File: src/sv/mpdp_pkg.sv
package mpdp_pkg;

  // Element precision codes, shared by the activation and weight registers
  typedef enum logic [1:0] {
    PREC_8 = 2'd0,
    PREC_4 = 2'd1,
    PREC_2 = 2'd2,
    PREC_1 = 2'd3
  } prec_e;

  localparam int WORD_W     = 64;
  localparam int COUNT_W    = 4;
  localparam int ELEM_W     = 8;
  localparam int PROD_W     = 2 * ELEM_W;
  localparam int OUT_W      = 32;
  localparam int CFG_IDX_W  = 2;
  localparam int CFG_DATA_W = 2;

  // Configuration register indexes
  localparam logic [CFG_IDX_W-1:0] CFG_ACT_PREC    = 2'd0;
  localparam logic [CFG_IDX_W-1:0] CFG_WEIGHT_PREC = 2'd1;

  // Raw bits of one element position under each of the four packings
  typedef struct packed {
    logic [7:0] b8;
    logic [3:0] b4;
    logic [1:0] b2;
    logic       b1;
  } elem_bits_t;

  // Control that travels with one word into the pipeline
  typedef struct packed {
    logic vld;
    logic last;
  } beat_t;

  // Decode one element to a signed byte.
  // The 2-bit map {0, 1, -2, -1} is plain two's complement on two bits;
  // the 1-bit code maps 0 to +1 and 1 to -1.
  function automatic logic signed [ELEM_W-1:0] decode_elem(elem_bits_t bits, prec_e prec);
    logic signed [ELEM_W-1:0] val;
    case (prec)
      PREC_8:  val = bits.b8;
      PREC_4:  val = {{4{bits.b4[3]}}, bits.b4};
      PREC_2:  val = {{6{bits.b2[1]}}, bits.b2};
      PREC_1:  val = {{7{bits.b1}}, 1'b1};
      default: val = '0;
    endcase
    return val;
  endfunction

endpackage

File: src/sv/mpdp_lane.sv
module mpdp_lane (
  input  logic                                 clk_i,
  input  logic                                 load_i,
  input  logic                                 en_i,
  input  mpdp_pkg::elem_bits_t                 act_bits_i,
  input  mpdp_pkg::elem_bits_t                 wgt_bits_i,
  input  mpdp_pkg::prec_e                      act_prec_i,
  input  mpdp_pkg::prec_e                      wgt_prec_i,
  output logic signed [mpdp_pkg::PROD_W-1:0]   prod_o
);

  logic signed [mpdp_pkg::ELEM_W-1:0] act_val;
  logic signed [mpdp_pkg::ELEM_W-1:0] wgt_val;
  logic signed [mpdp_pkg::PROD_W-1:0] prod_d;
  logic signed [mpdp_pkg::PROD_W-1:0] prod_q;

  // Decode both operands and multiply; drop pairs beyond the count
  always_comb begin
    act_val = mpdp_pkg::decode_elem(act_bits_i, act_prec_i);
    wgt_val = mpdp_pkg::decode_elem(wgt_bits_i, wgt_prec_i);
    prod_d  = '0;
    if (en_i) begin
      prod_d = act_val * wgt_val;
    end
  end

  // Hold the product until the next word is taken
  always_ff @(posedge clk_i) begin
    if (load_i) begin
      prod_q <= prod_d;
    end
  end

  assign prod_o = prod_q;

endmodule

File: src/sv/mpdp_merge.sv
module mpdp_merge #(
  parameter int PAIRS_PER_ITEM = 8,
  parameter int SUM_WIDTH      = 32
) (
  input  logic                                                clk_i,
  input  logic                                                rst_ni,
  input  mpdp_pkg::beat_t                                     beat_i,
  output logic                                                ready_o,
  input  logic [PAIRS_PER_ITEM-1:0][mpdp_pkg::PROD_W-1:0]     prods_i,
  input  logic                                                out_stall_i,
  output logic                                                out_valid_o,
  output logic signed [mpdp_pkg::OUT_W-1:0]                   dot_sum_o
);

  localparam int ProdW = mpdp_pkg::PROD_W;
  localparam int TreeW = ProdW + $clog2(PAIRS_PER_ITEM);
  localparam int OutW  = mpdp_pkg::OUT_W;

  // Product stage control (products live in the lanes)
  logic p_vld_q, p_vld_d;
  logic p_last_q, p_last_d;
  // Lane sum stage
  logic t_vld_q, t_vld_d;
  logic t_last_q, t_last_d;
  logic signed [TreeW-1:0] t_sum_q, t_sum_d;
  // Accumulator and output word
  logic [SUM_WIDTH-1:0] run_q, run_d;
  logic out_vld_q, out_vld_d;
  logic signed [OutW-1:0] out_sum_q, out_sum_d;

  logic signed [TreeW-1:0]     lane_sum;
  logic signed [ProdW-1:0]     prod_val;
  logic signed [SUM_WIDTH-1:0] acc_sum;
  logic out_free;
  logic s2_retire;
  logic s2_ready;
  logic s2_load;

  // Add the lane products
  always_comb begin
    lane_sum = '0;
    prod_val = '0;
    for (int i = 0; i < PAIRS_PER_ITEM; i++) begin
      prod_val = prods_i[i];
      lane_sum = lane_sum + TreeW'(prod_val);
    end
  end

  // Advance control: a sum stage word with last needs a free output slot
  always_comb begin
    out_free  = !out_vld_q || !out_stall_i;
    s2_retire = t_vld_q && (!t_last_q || out_free);
    s2_ready  = !t_vld_q || s2_retire;
    s2_load   = p_vld_q && s2_ready;
    ready_o   = !p_vld_q || s2_ready;
  end

  // Fold the lane sum into the running sum, clear it after the last word
  always_comb begin
    acc_sum   = run_q + SUM_WIDTH'(t_sum_q);
    p_vld_d   = beat_i.vld || (p_vld_q && !s2_ready);
    p_last_d  = beat_i.vld ? beat_i.last : p_last_q;
    t_vld_d   = s2_load || (t_vld_q && !s2_retire);
    t_last_d  = s2_load ? p_last_q : t_last_q;
    t_sum_d   = s2_load ? lane_sum : t_sum_q;
    run_d     = run_q;
    out_vld_d = out_vld_q && out_stall_i;
    out_sum_d = out_sum_q;
    if (s2_retire) begin
      if (t_last_q) begin
        run_d     = '0;
        out_vld_d = 1'b1;
        out_sum_d = OutW'(acc_sum);
      end else begin
        run_d = acc_sum;
      end
    end
  end

  // Hold control state and the running sum
  always_ff @(posedge clk_i or negedge rst_ni) begin
    if (!rst_ni) begin
      p_vld_q   <= 1'b0;
      t_vld_q   <= 1'b0;
      out_vld_q <= 1'b0;
      run_q     <= '0;
    end else begin
      p_vld_q   <= p_vld_d;
      t_vld_q   <= t_vld_d;
      out_vld_q <= out_vld_d;
      run_q     <= run_d;
    end
  end

  // Hold payload
  always_ff @(posedge clk_i) begin
    p_last_q  <= p_last_d;
    t_last_q  <= t_last_d;
    t_sum_q   <= t_sum_d;
    out_sum_q <= out_sum_d;
  end

  assign out_valid_o = out_vld_q;
  assign dot_sum_o   = out_sum_q;

endmodule

File: src/sv/mixed_precision_dot_product_core.sv
// Mixed-precision dot product core. Each input word carries up to
// PAIRS_PER_ITEM packed activation/weight pairs whose widths (8, 4, 2 or
// 1 bits) are set by two configuration registers; pairs beyond count_i are
// ignored. Products are added into a SUM_WIDTH-bit wrapping running sum,
// and on a word with last_i set the finished sum appears on dot_sum_o and
// the running sum restarts at zero. The core takes one word per clock
// while in_stall_o is low: one lane per pair decodes and multiplies, a
// merge stage adds the lane products and accumulates, and an output
// register holds the result, so a sum passes the lane product, lane sum
// and output registers before it is on dot_sum_o. in_stall_o
// rises only when a finished sum is held by out_stall_i and the two
// pipeline stages behind it are full. Write the precision registers only
// while no words are in flight.
module mixed_precision_dot_product_core #(
  parameter int PAIRS_PER_ITEM = 8,
  parameter int SUM_WIDTH      = 32
) (
  input  logic                                    clk_i,
  input  logic                                    rst_ni,
  input  logic                                    cfg_we_i,
  input  logic [mpdp_pkg::CFG_IDX_W-1:0]          cfg_idx_i,
  input  logic [mpdp_pkg::CFG_DATA_W-1:0]         cfg_data_i,
  input  logic                                    in_valid_i,
  output logic                                    in_stall_o,
  input  logic [mpdp_pkg::WORD_W-1:0]             act_word_i,
  input  logic [mpdp_pkg::WORD_W-1:0]             weight_word_i,
  input  logic [mpdp_pkg::COUNT_W-1:0]            count_i,
  input  logic                                    last_i,
  output logic                                    out_valid_o,
  input  logic                                    out_stall_i,
  output logic signed [mpdp_pkg::OUT_W-1:0]       dot_sum_o
);

  localparam int CntW  = mpdp_pkg::COUNT_W;
  localparam int ProdW = mpdp_pkg::PROD_W;

  mpdp_pkg::prec_e act_prec_q, act_prec_d;
  mpdp_pkg::prec_e wgt_prec_q, wgt_prec_d;

  logic                                  ready;
  logic                                  in_fire;
  mpdp_pkg::beat_t                       beat;
  logic [PAIRS_PER_ITEM-1:0][ProdW-1:0]  prods;

  // Decode configuration writes; ignore unknown indexes
  always_comb begin
    act_prec_d = act_prec_q;
    wgt_prec_d = wgt_prec_q;
    if (cfg_we_i) begin
      case (cfg_idx_i)
        mpdp_pkg::CFG_ACT_PREC:    act_prec_d = mpdp_pkg::prec_e'(cfg_data_i);
        mpdp_pkg::CFG_WEIGHT_PREC: wgt_prec_d = mpdp_pkg::prec_e'(cfg_data_i);
        default: ;
      endcase
    end
  end

  always_ff @(posedge clk_i or negedge rst_ni) begin
    if (!rst_ni) begin
      act_prec_q <= mpdp_pkg::PREC_8;
      wgt_prec_q <= mpdp_pkg::PREC_8;
    end else begin
      act_prec_q <= act_prec_d;
      wgt_prec_q <= wgt_prec_d;
    end
  end

  // Take a word whenever the product stage can move
  assign in_stall_o = !ready;
  assign in_fire    = in_valid_i && ready;
  assign beat.vld   = in_fire;
  assign beat.last  = last_i;

  // One lane per element pair
  for (genvar e = 0; e < PAIRS_PER_ITEM; e++) begin : g_lane
    mpdp_pkg::elem_bits_t act_bits;
    mpdp_pkg::elem_bits_t wgt_bits;

    assign act_bits.b8 = act_word_i[e*8 +: 8];
    assign act_bits.b4 = act_word_i[e*4 +: 4];
    assign act_bits.b2 = act_word_i[e*2 +: 2];
    assign act_bits.b1 = act_word_i[e];
    assign wgt_bits.b8 = weight_word_i[e*8 +: 8];
    assign wgt_bits.b4 = weight_word_i[e*4 +: 4];
    assign wgt_bits.b2 = weight_word_i[e*2 +: 2];
    assign wgt_bits.b1 = weight_word_i[e];

    mpdp_lane u_lane (
      .clk_i      (clk_i),
      .load_i     (in_fire),
      .en_i       (count_i > CntW'(e)),
      .act_bits_i (act_bits),
      .wgt_bits_i (wgt_bits),
      .act_prec_i (act_prec_q),
      .wgt_prec_i (wgt_prec_q),
      .prod_o     (prods[e])
    );
  end

  mpdp_merge #(
    .PAIRS_PER_ITEM (PAIRS_PER_ITEM),
    .SUM_WIDTH      (SUM_WIDTH)
  ) u_merge (
    .clk_i       (clk_i),
    .rst_ni      (rst_ni),
    .beat_i      (beat),
    .ready_o     (ready),
    .prods_i     (prods),
    .out_stall_i (out_stall_i),
    .out_valid_o (out_valid_o),
    .dot_sum_o   (dot_sum_o)
  );

endmodule

File: config.mk
export PLATFORM = sky130hd
export DESIGN_NAME = mixed_precision_dot_product_core
export DESIGN_NICKNAME = d
export VERILOG_FILES = /design/src/sv/mpdp_pkg.sv /design/src/sv/mpdp_lane.sv /design/src/sv/mpdp_merge.sv /design/src/sv/mixed_precision_dot_product_core.sv
export SDC_FILE = /design/constraint.sdc
export NUM_CORES = 2
export LEC_CHECK = 0
export ABC_AREA = 1
export BUFFER_PORTS_ARGS = -buffer_cell sky130_fd_sc_hd__buf_2
export CORE_MARGIN = 1
export CORE_UTILIZATION = 70
export CTS_CLUSTER_DIAMETER = 150
export DETAILED_ROUTE_END_ITERATION = 10
export PLACE_DENSITY = 0.95
export SLEW_MARGIN = 15
export SYNTH_ARGS = -nofsm -noshare
export SYNTH_HDL_FRONTEND = slang
export SYNTH_SLANG_ARGS = --single-unit
export TNS_END_PERCENT = 5
File: constraint.sdc
create_clock -name clk_i -period 14.2 [get_ports clk_i]
set_clock_uncertainty 0.2 [all_clocks]
set_input_delay 2.84 -clock clk_i [delete_from_list [all_inputs] [get_ports clk_i]]
set_output_delay 2.84 -clock clk_i [all_outputs]
set_load 0.02 [all_outputs]
==> out/metrics.cfg <==
[yosys]
ys_types = 62
synth_ff_type = edfxtp_1
synthCells = 4401
synth.avg_cell_area_um2 = 8.15
syn-num-nets = 5366
async_flop_share_pct = 17.7
synth_edf_count = 181
yosysWarnings = 0
ys_ff_latch = 220
synth_area_um2 = 35900
yosysSeqAreaShare_pct = 17.9

[route]
drc = 0
wirelength_um = 94300
avgRoutedWirePerCell_um = 17.9
drt_iter0_drc = 2607
wl_met1_um = 36400
wl_met2_um = 44600
met3_length_um = 7930
highest_layer = met5
via_per_inst = 5.62
ant_nets = 0
dr.pass1.iters = 9
num_vias = 29600

[global_routing]
grt_max_degree = 78
overflow = 0
track_usage_pct = 37.7
grt_pass1_wl_um = 155000
antenna_found_initial = 3
grt_pass1_vias = 30900

[die]
die_w_um = 228
coreArea_um2 = 50400
placement_rows = 82
die_y_um = 228
die-area_um2 = 52100
start_util_pct = 71.2
pin_count = 176

[critical_path]
arrival_ps = 7780
rrSetupSlack_ps = 6960
worstPathRequired_ps = 14320
critical_path_class = in -> reg
cp_max_fo = 7
r2r_cells = 21
critPathLaunchType = input port
endpoint_kind = register

[clocking]
clockRootBuffer = clkbuf_16
clock_path_buffers = 3
post-cts-setup-buffer-count = 0
clk_pin_slew_ps = 60
post_cts_resized = 0
clock_sinks = 220
cts_inserted_buffers = 24
holdBufCountCts = 0
tritoncts = done
htreeDepth = 1
clk-insertion-delay-late_ps = 570

[min_path]
hold_class = reg -> reg
hold_depth = 0

[run]
drv_cap = 0

[sta]
final-max-slew-violation-count = 0
slew_headroom_pct = 23.1
rsz0062_at_grt = false
tightest_slew_ps = 1140
fin_crit_ps = 7650
holdWs_ps = 225
hold_viol_final = 0
setup_viol = 0
fin_tns_setup_ps = 0
fmax_mhz = 131
fin_crit_sh_pct = 53.9

[final_layout]
layout_commonest_cell = inv_1
syn_to_final_growth_pct = 6.81
layout_common_cells = inv_1, nand2_1, nor2_1
drive_above_1_share_pct = 9.03
final_util_pct = 76.0
nNetsFinal = 5545
n_antenna_cell = 0
final_cells = 5270

[place]
finalWeightedCongestion = 0.986
portBuffers = 175
hpwl_um = 79900
place_inst = 5226

[outcome]
status = finished clean

## metrics by stage
stage	setup WS (ps)	cell area, µm²
6_report	6550	38300
5_1_grt	6260	38300
4_1_cts	6650	38300
3_5_place_dp	6070	37400
3_3_place_gp	6190	37400
2_1_floorplan	4840	35900
## critical path, cell delays in order
cell	delay [ps]
buf_2	120
nand2_1	50
nand2_1	60
o21ai_1	150
o21ai_2	230
o21ai_1	480
nor2_1	170
fa_1	560
inv_1	50
fa_1	490
inv_1	50
fa_1	520
inv_1	50
fa_1	470
inv_1	40
ha_1	370
a21oi_1	150
o21ai_0	330
a21oi_1	120
o21bai_1	190
nand2_1	100
nand2_1	90
nor2_1	50
## area by class of cell
| cell class | instances | area [µm²] |
|---|---|---|
| Sequential cell | 220 | 6410 |
| Clock buffer | 27 | 612 |
| Fill cell | 3537 | 12100 |
| Clock inverter | 17 | 230 |
| Inverter | 1197 | 4520 |
| Multi-Input combinational cell | 2952 | 24700 |
| Timing Repair Buffer | 185 | 953 |
| Tap cell | 672 | 841 |
## flip-flops by register name, indices dropped and copies added, names as in the netlist
register	flops
g_lane.u_lane.prod_o	128
u_merge.dot_sum_o	32
u_merge.run_q	32
u_merge.t_sum_q	19
act_prec_q	2
wgt_prec_q	2
u_merge.out_valid_o	1
u_merge.p_last_q	1
u_merge.p_vld_q	1
u_merge.t_last_q	1
u_merge.t_vld_q	1
## final timing paths
path,end,startpoint
setup / recovery,g_lane[4].u_lane.prod_o[12],act_word_i[4]
hold / removal,u_merge.t_last_q,u_merge.p_last_q
setup reg to reg,g_lane[4].u_lane.prod_o[12],act_prec_q[1]
hold reg to reg,u_merge.t_last_q,u_merge.p_last_q
max in group asynchronous,u_merge.run_q[5],rst_ni
min in group asynchronous,u_merge.run_q[3],rst_ni
## Yosys cell counts (10+ instances only)
| library cell | n | area share (%) |
|---|---|---|
| or2_2 | 12 | 0.21 |
| dfrtp_1 | 39 | 2.7 |
| inv_2 | 41 | 0.43 |
| a21o_1 | 12 | 0.25 |
| buf_2 | 10 | 0.14 |
| nor3_1 | 31 | 0.43 |
| o21ai_0 | 100 | 1.4 |
| nor2_1 | 579 | 6.1 |
| nand4_1 | 17 | 0.30 |
| nor2_2 | 12 | 0.21 |
| nand3_1 | 115 | 1.6 |
| or2_1 | 14 | 0.24 |
| o21bai_1 | 22 | 0.46 |
| o21ai_2 | 48 | 1.2 |
| edfxtp_1 | 181 | 15 |
| and2_1 | 19 | 0.33 |
| xnor2_1 | 36 | 0.88 |
| a21oi_1 | 182 | 2.5 |
| ha_1 | 291 | 10 |
| o21a_1 | 18 | 0.38 |
| o21ai_1 | 26 | 0.36 |
| xor2_1 | 45 | 1.1 |
| inv_1 | 1148 | 12 |
| fa_1 | 532 | 30 |
| nand3b_1 | 13 | 0.27 |
| nand2_1 | 713 | 7.5 |
| a31oi_1 | 10 | 0.17 |
## per-layer routing
metal | global-route usage, % | vias to the layer above
met4 | 18.4 | 4
met5 | 0 | -
li1 | - | 13700
met1 | 47.4 | 14200
met3 | 6.31 | 299
met2 | 63.6 | 1433
## cells by family (layout without fill, tap and decap cells)
logic type      after synthesis  in the layout  share of synthesized area (%)
fa+ha+maj                   823            823                           39.9
xor+xnor                     81             81                           1.98
buf+inv                    1229           1426                           13.2
flops                       220            220                           17.9
simple gates               1556           1556                           18.0
compound gates              492            492                           9.07
Power is left out: the tool's default activity adds up to more than one toggle a clock period on the data nets, which glitch-free logic cannot reach.
